--- config.mk ---
export PLATFORM = sky130hd
export DESIGN_NAME = bmhq_ram
export DESIGN_NICKNAME = d
export VERILOG_FILES = /design/src/rtl/core/bmhq_ram.sv
export SDC_FILE = /design/constraint.sdc
export NUM_CORES = 1
export LEC_CHECK = 0
export ABC_AREA = 1
export BUFFER_PORTS_ARGS = -buffer_cell sky130_fd_sc_hd__buf_2
export CAP_MARGIN = 25
export CORE_MARGIN = 4
export CORE_UTILIZATION = 30
export CTS_CLUSTER_DIAMETER = 80
export DETAILED_ROUTE_END_ITERATION = 12
export PLACE_DENSITY_LB_ADDON = 0.1
export SYNTH_ARGS = -nofsm -noshare
export SYNTH_HDL_FRONTEND = slang
export SYNTH_SLANG_ARGS = --single-unit
--- constraint.sdc ---
create_clock -name aclk -period 1.4 [get_ports aclk]
set_input_delay 0.07 -clock aclk [delete_from_list [all_inputs] [get_ports aclk]]
set_output_delay 0.07 -clock aclk [all_outputs]
set_load 0.02 [all_outputs]
--- src/rtl/core/bmhq_ram.sv ---
// Generic single-write, single-read synchronous RAM with registered read data.
module bmhq_ram #(
    parameter  int WIDTH = 8,
    parameter  int DEPTH = 16,
    localparam int AW    = (DEPTH > 1) ? $clog2(DEPTH) : 1
) (
    input  logic             aclk,
    input  logic             wr_en,
    input  logic [AW-1:0]    wr_addr,
    input  logic [WIDTH-1:0] wr_data,
    input  logic             rd_en,
    input  logic [AW-1:0]    rd_addr,
    output logic [WIDTH-1:0] rd_data
);

    logic [WIDTH-1:0] mem [DEPTH];
    logic [WIDTH-1:0] rd_data_reg;

    // Write port
    always_ff @(posedge aclk) begin
        if (wr_en) begin
            mem[wr_addr] <= wr_data;
        end
    end

    // Registered read port
    always_ff @(posedge aclk) begin
        if (rd_en) begin
            rd_data_reg <= mem[rd_addr];
        end
    end

    assign rd_data = rd_data_reg;

endmodule

==> flow_metrics.py, run 1 <==
metrics = {
    "status": {
        "status": "finished, final reports clean",
    },
    "floorplan": {
        "num_rows": 50,
        "core_area_um2": 18960,
        "die_area_um2": 21790,
        "die_y_um": 147.6,
        "dieWidth_um": 147.6,
        "ios": 27,
        "start_util": 0.3084,
    },
    "power": {
        "powerDensity_nw_per_um2": 1417,
        "sw_frac_of_total": 0.2099,
        "pwr-share-comb": 0.064,
        "p_total_mw": 10.03,
        "pwr-share-seq": 0.460,
        "peakVddDrop_uv": 904.7,
        "p_int_mw": 7.922,
        "p_leak_nw": 3.014,
        "clkPwrFrac": 0.476,
        "p_switching_mw": 2.105,
    },
    "cells_and_area": {
        "diodes": 0,
        "nNetsFinal": 620,
        "final_core_util": 0.3733,
        "layout.cells.non_filler": 874,
        "syn_to_final_growth_pct": 21.01,
        "largest_reg_flops": 128,
        "drive_above_1_share": 0.1417,
        "fillerInstances": 1882,
    },
    "timing": {
        "slew_violations": 0,
        "setup_viol": 0,
        "max_slew_margin": 0.6010,
        "min_period_over_period": 0.8254,
        "worst_slack_ps": 244.5,
        "clock.fmax_mhz": 865.4,
        "rsz0062_at_grt": "no",
        "fin_setup_tns_ps": 0,
        "fin_skew_ps": 5.981,
        "worst_pin_slew_ps": 597.7,
        "finalWorstPathRequiredPeriod_ps": 1156,
        "hold_viol": 0,
    },
    "clocking": {
        "cts_resized": 0,
        "numCtsBuffers": 17,
        "root_buffer": "clkbuf_16",
        "cts_tree": "built",
        "post_cts_buffers": 0,
        "clk_pin_slew_worst_paths_ps": 60,
        "cts-htree-levels": 4,
        "clock_latency_ps": 420,
        "clockBufferDepth": 2,
        "cts_sinks": 136,
        "cts_hold_buf": 0,
    },
    "yosys": {
        "netlist_instances": 551,
        "ys_seq_area_frac": 0.6985,
        "synth_warnings": 0,
        "ys_ff_latch": 136,
        "syn_avg_cell_area_um2": 10.61,
        "synth_fp_nets": 570,
        "syn_area_um2": 5847,
        "ys_types": 11,
    },
    "min_path": {
        "hold_start": "rd_en",
        "min_path_type": "input pin to flip-flop",
    },
    "place": {
        "place_congestion": 0.7623,
        "pre_cts_slack_ps": -2.487,
        "place_hpwl_mm": 9.590,
        "placed_cells_incl_taps": 842,
        "io_buffers": 26,
    },
    "routing": {
        "num_vias": 3771,
        "wire_per_inst_um": 17.13,
        "ant_nets": 0,
        "firstDrtPassIters": 4,
        "drt_iter0_markers": 293,
        "via_per_inst": 4.315,
        "wl_mm": 14.97,
        "post-route-drc-count": 0,
    },
    "run": {
        "cap_violations": 0,
    },
    "critical_path": {
        "crit_required_ps": 1560,
        "r2r-start": "mem[13][3]$_DFFE_PP_",
        "startpoint_type": "flip-flop",
        "path_class": "flip-flop to flip-flop",
        "endpoint_kind": "flip-flop",
        "crit_fanout": 1,
        "setup.worst_path.start": "mem[13][3]$_DFFE_PP_",
        "critPathArrivalTime_ps": 1320,
    },
    "global_routing": {
        "antenna_found_initial": 0,
        "track_usage": 0.1450,
        "grt_first_pass_wirelength_mm": 23.25,
        "grt_pass1_vias": 3689,
        "grt-ovfl-total": 0,
        "grt_max_degree": 35,
    },
}
[layout by cell type (no fill, tap or decap), drive strengths merged]
cell type    n
clkinv       6
nand3       97
edfxtp     136
bufinv       5
nand3b       2
clkbuf      18
nand2      173
buf         55
inv        102
nor2        17
clkinvlp     3
[power groups by stage]
| stage | clock [mW] | combinational (mW) | sequential, mW |
|---|---|---|---|
| 2_1_floorplan | 0 | 0.322 | 4.72 |
| 3_3_place_gp | 0 | 0.652 | 4.70 |
| 3_5_place_dp | 0 | 0.651 | 4.70 |
| 4_1_cts | 4.87 | 0.653 | 4.62 |
| 5_1_grt | 5.06 | 0.715 | 4.62 |
| 6_report | 4.77 | 0.637 | 4.62 |
[cell type report]
class,instances,area [um2],share of cell area
flip-flops and latches,136,4084,0.5772
repair buffers,55,435.4,0.06154
well taps,260,325.3,0.04598
inverters,102,382.9,0.05411
clock inverters,14,205.2,0.02900
clock buffers,18,429.2,0.06065
multi-input cells,289,1214,0.1715
[cells in the mapped netlist]
cell / number / area [um2]
nand3b_1: 2 / 15.01
buf_6: 6 / 67.56
edfxtp_1: 136 / 4084
buf_4: 4 / 30.03
nand2_1: 173 / 649.4
inv_2: 2 / 7.510
nand3_1: 97 / 485.5
buf_2: 13 / 65.06
inv_1: 100 / 375.4
buf_1: 1 / 3.750
nor2_1: 17 / 63.81
[logic make-up after synthesis]
family	Yosys count	share of synthesized area
buf+inv	126	0.09394
flops	136	0.6985
simple gates	289	0.2076
[path summary, 6_finish.rpt]
kind / cells after the start / slack (ps) / to
max reg2reg: 6 / 240 / rd_data[3]$_DFFE_PP_
max: 6 / 240 / rd_data[3]$_DFFE_PP_
min reg2reg: 6 / 750 / rd_data[7]$_DFFE_PP_
min: 1 / 30 / rd_data[3]$_DFFE_PP_
[through the flow]
stage	hold slack [ps]	area, um2
finish	34.02	7076
global route	25.77	7076
CTS	17.65	7076
detailed placement	461.3	6441
global placement	463.4	6441
floorplan	168.9	5847
[per-layer routing]
layer	up-vias	GRT usage	wire [um]
met3	18	0.02728	534
li1	1881	-	-
met5	-	0	0
met2	71	0.2117	6627
met4	0	0.05452	232
met1	1801	0.2143	7574
[critical path, cell delays in order, from the launching register on]
cell	delay, ps
edfxtp_1	370
inv_1	70
nand2_1	40
nand3_1	70
nand3_1	130
nand3_1	140
nand2_1	80
No activity file was read; power rests on OpenSTA's default activity.
==> inputs of run 2 (changes only) <==
==> constraint.sdc (replaced) <==
create_clock -name aclk -period 0.93 [get_ports aclk]
set_input_delay 0.0465 -clock aclk [delete_from_list [all_inputs] [get_ports aclk]]
set_output_delay 0.0465 -clock aclk [all_outputs]
set_load 0.02 [all_outputs]
==> run 2 against run 1 <==
The run now ends with setup timing left. Worst hold slack worse by 24 ps. Global-route usage is 0.25 points higher. Cell area is 7.3% higher. Die area stayed put. Clock skew is 4.8 ps higher. Cell count is 1.6% higher. Critical endpoint is now rd_data[1]$_DFFE_PP_. Highest routed layer unchanged.
==> flow_metrics.py, run 2 (synthesis results as in run 1) <==
metrics = {
    "floorplan": {
        "start_util": 0.3084,
        "num_rows": 50,
        "dieWidth_um": 147.6,
        "core_area_um2": 18960,
        "die_y_um": 147.6,
        "die_area_um2": 21790,
        "ios": 27,
    },
    "global_routing": {
        "track_usage": 0.1476,
        "grt_max_degree": 33,
        "antenna_found_initial": 0,
        "grt_first_pass_wirelength_mm": 23.52,
        "grt_pass1_vias": 3961,
        "grt-ovfl-total": 0,
    },
    "timing": {
        "slew_violations": 0,
        "min_period_over_period": 1.185,
        "fin_setup_tns_ps": -1669,
        "worst_pin_slew_ps": 421.5,
        "fin_skew_ps": 10.76,
        "setup_viol": 16,
        "finalWorstPathRequiredPeriod_ps": 1102,
        "worst_slack_ps": -171.9,
        "clock.fmax_mhz": 907.5,
        "hold_viol": 0,
        "max_slew_margin": 0.7186,
        "rsz0062_at_grt": "yes",
    },
    "power": {
        "peakVddDrop_uv": 1310,
        "p_total_mw": 15.26,
        "powerDensity_nw_per_um2": 2011,
        "p_leak_nw": 3.225,
    },
    "min_path": {
        "min_path_cells": 2,
        "min_path_type": "input pin to flip-flop",
        "hold_start": "wr_data[3]",
        "hold_path_end": "mem[7][3]$_DFFE_PP_",
    },
    "status": {
        "failed_checks": "setup timing",
        "status": "finished, violations left",
    },
    "cells_and_area": {
        "layout_common_cells": "nand2_1, edfxtp_1, inv_1, nand3_2, nand3_1",
        "syn_to_final_growth_pct": 29.79,
        "final_common_cell": "nand2_1",
        "drive_above_1_share": 0.2643,
        "diodes": 0,
        "postLayoutCellArea_um2": 7589,
        "largest_reg_flops": 128,
        "nNetsFinal": 634,
        "fillerInstances": 1837,
    },
    "clocking": {
        "cts_tree": "built",
        "root_buffer": "clkbuf_16",
        "clock_latency_ps": 420,
        "post_cts_buffers": 0,
        "clk_pin_slew_worst_paths_ps": 60,
        "cts-htree-levels": 4,
        "numCtsBuffers": 17,
        "clockBufferDepth": 2,
        "cts_sinks": 136,
    },
    "critical_path": {
        "r2r_end": "rd_data[1]$_DFFE_PP_",
        "critPathArrivalTime_ps": 1280,
        "crit_required_ps": 1110,
        "r2r-start": "mem[13][1]$_DFFE_PP_",
        "ff2ff_path_depth": 6,
        "r2r_slack_ps": -170,
        "path_class": "flip-flop to flip-flop",
        "startpoint_type": "flip-flop",
        "crit_fanout": 1,
        "endpoint_kind": "flip-flop",
    },
    "routing": {
        "post-route-drc-count": 0,
        "wire_per_inst_um": 17.17,
        "firstDrtPassIters": 5,
        "drt_iter0_markers": 228,
        "ant_nets": 0,
        "wl_mm": 15.25,
        "num_vias": 3873,
        "via_per_inst": 4.361,
    },
    "place": {
        "post_dp_cell_area_um2": 6594,
        "io_buffers": 26,
        "pre_cts_slack_ps": -400.0,
        "place_congestion": 0.7776,
        "place_hpwl_mm": 9.851,
    },
    "run": {
        "cap_violations": 0,
    },
}
-- run 2: layout make-up --
cell class | count | area [um2] | share of cell area
Sequential cell | 136 | 4084 | 0.5382
Multi-Input combinational cell | 289 | 1534 | 0.2021
Timing Repair Buffer | 69 | 639.4 | 0.08425
Clock buffer | 17 | 425.4 | 0.05606
Inverter | 102 | 382.9 | 0.05045
Tap cell | 260 | 325.3 | 0.04287
Clock inverter | 15 | 197.7 | 0.02605
-- run 2: through the flow --
step           hold WS (ps)  cells    util
2_1_floorplan         145.4    551       -
3_3_place_gp          415.9    854  0.3479
3_5_place_dp          419.5    854  0.3479
4_1_cts               5.947    888  0.3945
5_1_grt               7.376    888  0.4003
6_report              10.43    888  0.4003
-- run 2: repair_timing --
item | in CTS | in global routing
setup endpoints to repair | 16 | 16
pin swaps | 32 | 11
gates resized for setup | 49 | 29
hold buffers | 2 | 0
hold endpoints to repair | 9 | 0
cloned | 0 | 0
-- run 2: report_power, final --
part           internal (mW)  leakage [nW]  switching (mW)
Clock                   4.50         0.302            2.65
Combinational          0.416          1.69           0.751
Sequential              6.91          1.24          0.0419
Total                   11.8          3.22            3.44
-- run 2: per-layer routing --
| metal | track usage | wire [um] | vias up |
|---|---|---|---|
| met2 | 0.2345 | 7117 | 61 |
| met4 | 0.04753 | 169 | 0 |
| met3 | 0.03188 | 520 | 12 |
| met1 | 0.2023 | 7442 | 1889 |
| li1 | - | - | 1911 |
| met5 | 0 | 0 | - |
-- run 2: worst max-delay path, cell delays in order (launching register included) --
cell and delay [ps]:
edfxtp_1 400, nand2_1 90, nand2_1 70, nand2_2 60, nand3_2 100, nand3_2 100
nand2_1 50
-- run 2: worst max-delay path by stage --
stage | endpoint | startpoint | slack [ps]
6_report | rd_data[1]$_DFFE_PP_ | mem[13][1]$_DFFE_PP_ | -170
5_1_grt | rd_data[1]$_DFFE_PP_ | mem[13][1]$_DFFE_PP_ | -250
4_1_cts | rd_data[2] | rd_data[2]$_DFFE_PP_ | -160
3_5_place_dp | rd_data[7]$_DFFE_PP_ | rd_addr[0] | -400
3_3_place_gp | rd_data[2]$_DFFE_PP_ | rd_addr[0] | -400
2_1_floorplan | mem[11][0]$_DFFE_PP_ | wr_addr[2] | -70
==> inputs of run 3 (changes only) <==
--- a/config.mk
+++ b/config.mk
@@ -12,7 +12,7 @@
 export CORE_UTILIZATION = 30
 export CTS_CLUSTER_DIAMETER = 80
 export DETAILED_ROUTE_END_ITERATION = 12
-export PLACE_DENSITY_LB_ADDON = 0.1
+export PLACE_DENSITY = 0.46
 export SYNTH_ARGS = -nofsm -noshare
 export SYNTH_HDL_FRONTEND = slang
 export SYNTH_SLANG_ARGS = --single-unit
==> run 3 against run 2 <==
Combinational power fell by 6%. Clock skew fell by 3.2 ps. The run still ends with setup timing left. Non-clock buffer count fell by 6. Critical endpoint is now rd_data[3]$_DFFE_PP_. Largest cell class unchanged. Largest power group is now registers.
==> flow_metrics.py, run 3 (synthesis results as in run 1) <==
metrics = {
    "status": {
        "status": "finished, violations left",
        "failed_checks": "setup timing",
    },
    "critical_path": {
        "endpoint_kind": "flip-flop",
        "ff2ff_path_depth": 6,
        "crit_required_ps": 1110,
        "crit_fanout": 1,
        "startpoint_type": "flip-flop",
        "critPathArrivalTime_ps": 1270,
        "path_class": "flip-flop to flip-flop",
    },
    "place": {
        "pre_cts_slack_ps": -365.6,
        "io_buffers": 26,
        "place_hpwl_mm": 9.286,
        "place_congestion": 0.7663,
    },
    "timing": {
        "setup_viol": 16,
        "clock.fmax_mhz": 915.6,
        "fin_skew_ps": 7.533,
        "max_slew_margin": 0.7147,
        "min_period_over_period": 1.174,
        "hold_viol": 0,
        "worst_pin_slew_ps": 428.0,
        "slew_violations": 0,
        "finalWorstPathRequiredPeriod_ps": 1092,
        "rsz0062_at_grt": "yes",
        "worst_slack_ps": -162.2,
    },
    "clocking": {
        "cts_sinks": 136,
        "cts-htree-levels": 4,
        "clock_latency_ps": 420,
        "cts_tree": "built",
        "clk_pin_slew_worst_paths_ps": 60,
        "root_buffer": "clkbuf_16",
        "clockBufferDepth": 2,
        "numCtsBuffers": 17,
    },
    "cells_and_area": {
        "layout_common_cells": "nand2_1, edfxtp_1, inv_1, nand3_1, nand3_2",
        "largest_reg_flops": 128,
        "final_common_cell": "nand2_1",
        "final_core_util": 0.3917,
        "multiInputGateArea_um2": 1454,
        "diodes": 0,
        "drive_above_1_share": 0.2331,
        "syn_to_final_growth_pct": 27.01,
        "ff_latch_area_um2": 4084,
        "nNetsFinal": 628,
        "fillerInstances": 1828,
    },
    "routing": {
        "wl_mm": 14.37,
        "post-route-drc-count": 0,
        "wire_per_inst_um": 16.30,
        "ant_nets": 0,
        "via_per_inst": 4.340,
        "num_vias": 3828,
        "drt_iter0_markers": 316,
        "firstDrtPassIters": 4,
    },
    "floorplan": {
        "start_util": 0.3084,
        "core_area_um2": 18960,
        "die_area_um2": 21790,
        "dieWidth_um": 147.6,
        "ios": 27,
        "die_y_um": 147.6,
        "num_rows": 50,
    },
    "power": {
        "peakVddDrop_uv": 1316,
        "powerDensity_nw_per_um2": 1981,
        "clkPwrFrac": 0.453,
        "p_switching_mw": 3.231,
        "sw_frac_of_total": 0.2196,
        "p_int_mw": 11.48,
        "pwr-share-seq": 0.472,
        "p_leak_nw": 3.140,
        "pwr-share-comb": 0.075,
    },
    "global_routing": {
        "grt_max_degree": 34,
        "grt-ovfl-total": 0,
        "track_usage": 0.1385,
        "grt_first_pass_wirelength_mm": 22.47,
        "antenna_found_initial": 0,
        "grt_pass1_vias": 3820,
    },
    "min_path": {
        "min_path_cells": 1,
        "min_path_type": "input pin to flip-flop",
    },
    "run": {
        "cap_violations": 0,
    },
}
run 3: changes by cell type in the layout (fill, tap and decap cells not counted), moves of 2 or more:
cell	before	now
buf_2	19	21
buf_4	30	24
buf_6	7	5
clkbuf_1	0	2
clkinv_4	1	4
inv_6	4	0
nand2_1	169	166
nand2_2	4	7
nand3_1	42	58
nand3_2	52	37
run 3: layer usage:
| layer | up-vias | track usage | part of all wire |
|---|---|---|---|
| li1 | 1904 | - | - |
| met1 | 1832 | 0.2020 | 0.51 |
| met2 | 77 | 0.1980 | 0.44 |
| met3 | 15 | 0.03801 | 0.036 |
| met4 | 0 | 0.04846 | 0.014 |
| met5 | - | 0 | 0 |
run 3: cell type report:
| type | instances | share of cell area |
|---|---|---|
| sequential | 136 | 0.5500 |
| multi-input combinational | 289 | 0.1958 |
| timing repair buffer | 63 | 0.07970 |
| clock buffer | 19 | 0.05830 |
| inverter | 102 | 0.05156 |
| tap | 260 | 0.04381 |
| clock inverter | 13 | 0.02089 |
run 3: power groups by stage:
stage	registers, mW	clock network, mW	logic (mW)
global placement	7.07	0	0.998
detailed placement	7.07	0	1.00
floorplan	7.10	0	0.488
finish	6.95	6.66	1.10
CTS	6.95	6.79	1.08
global route	6.96	7.08	1.21
run 3: final timing paths:
kind	to	slack [ps]	start
max	rd_data[3]$_DFFE_PP_	-160	mem[14][3]$_DFFE_PP_
min	mem[4][4]$_DFFE_PP_	60	wr_data[4]
max reg2reg	rd_data[3]$_DFFE_PP_	-160	mem[14][3]$_DFFE_PP_
min reg2reg	rd_data[4]$_DFFE_PP_	760	mem[7][4]$_DFFE_PP_
run 3: what timing repair did:
item / in CTS / in global routing
pin swaps: 25 / 18
endpoints found under the hold margin: 8 / 0
buffers inserted: 0 / 0
gates resized for setup: 37 / 23
hold buffers: 1 / 0
endpoints found under the setup margin: 16 / 16
run 3: worst max-delay path, stage by stage, from the launching register on:
cell and delay (ps):
edfxtp_1 360, inv_1 60, nand2_1 40, nand3_1 90, nand3_2 120, nand3_2 110, nand2_1 60
run 3: stage by stage:
step | TNS, ps | cell area (um2) | std cells | hold WS [ps] | total power [mW]
2_1_floorplan | -5768 | 5859 | 551 | 145.4 | 7.590
3_3_place_gp | -13400 | 6569 | 849 | 406.3 | 8.067
3_5_place_dp | -13910 | 6569 | 849 | 405.7 | 8.073
4_1_cts | -1887 | 7342 | 882 | 63.48 | 14.81
5_1_grt | -2581 | 7426 | 882 | 64.08 | 15.25
6_report | -1745 | 7426 | 882 | 58.88 | 14.71
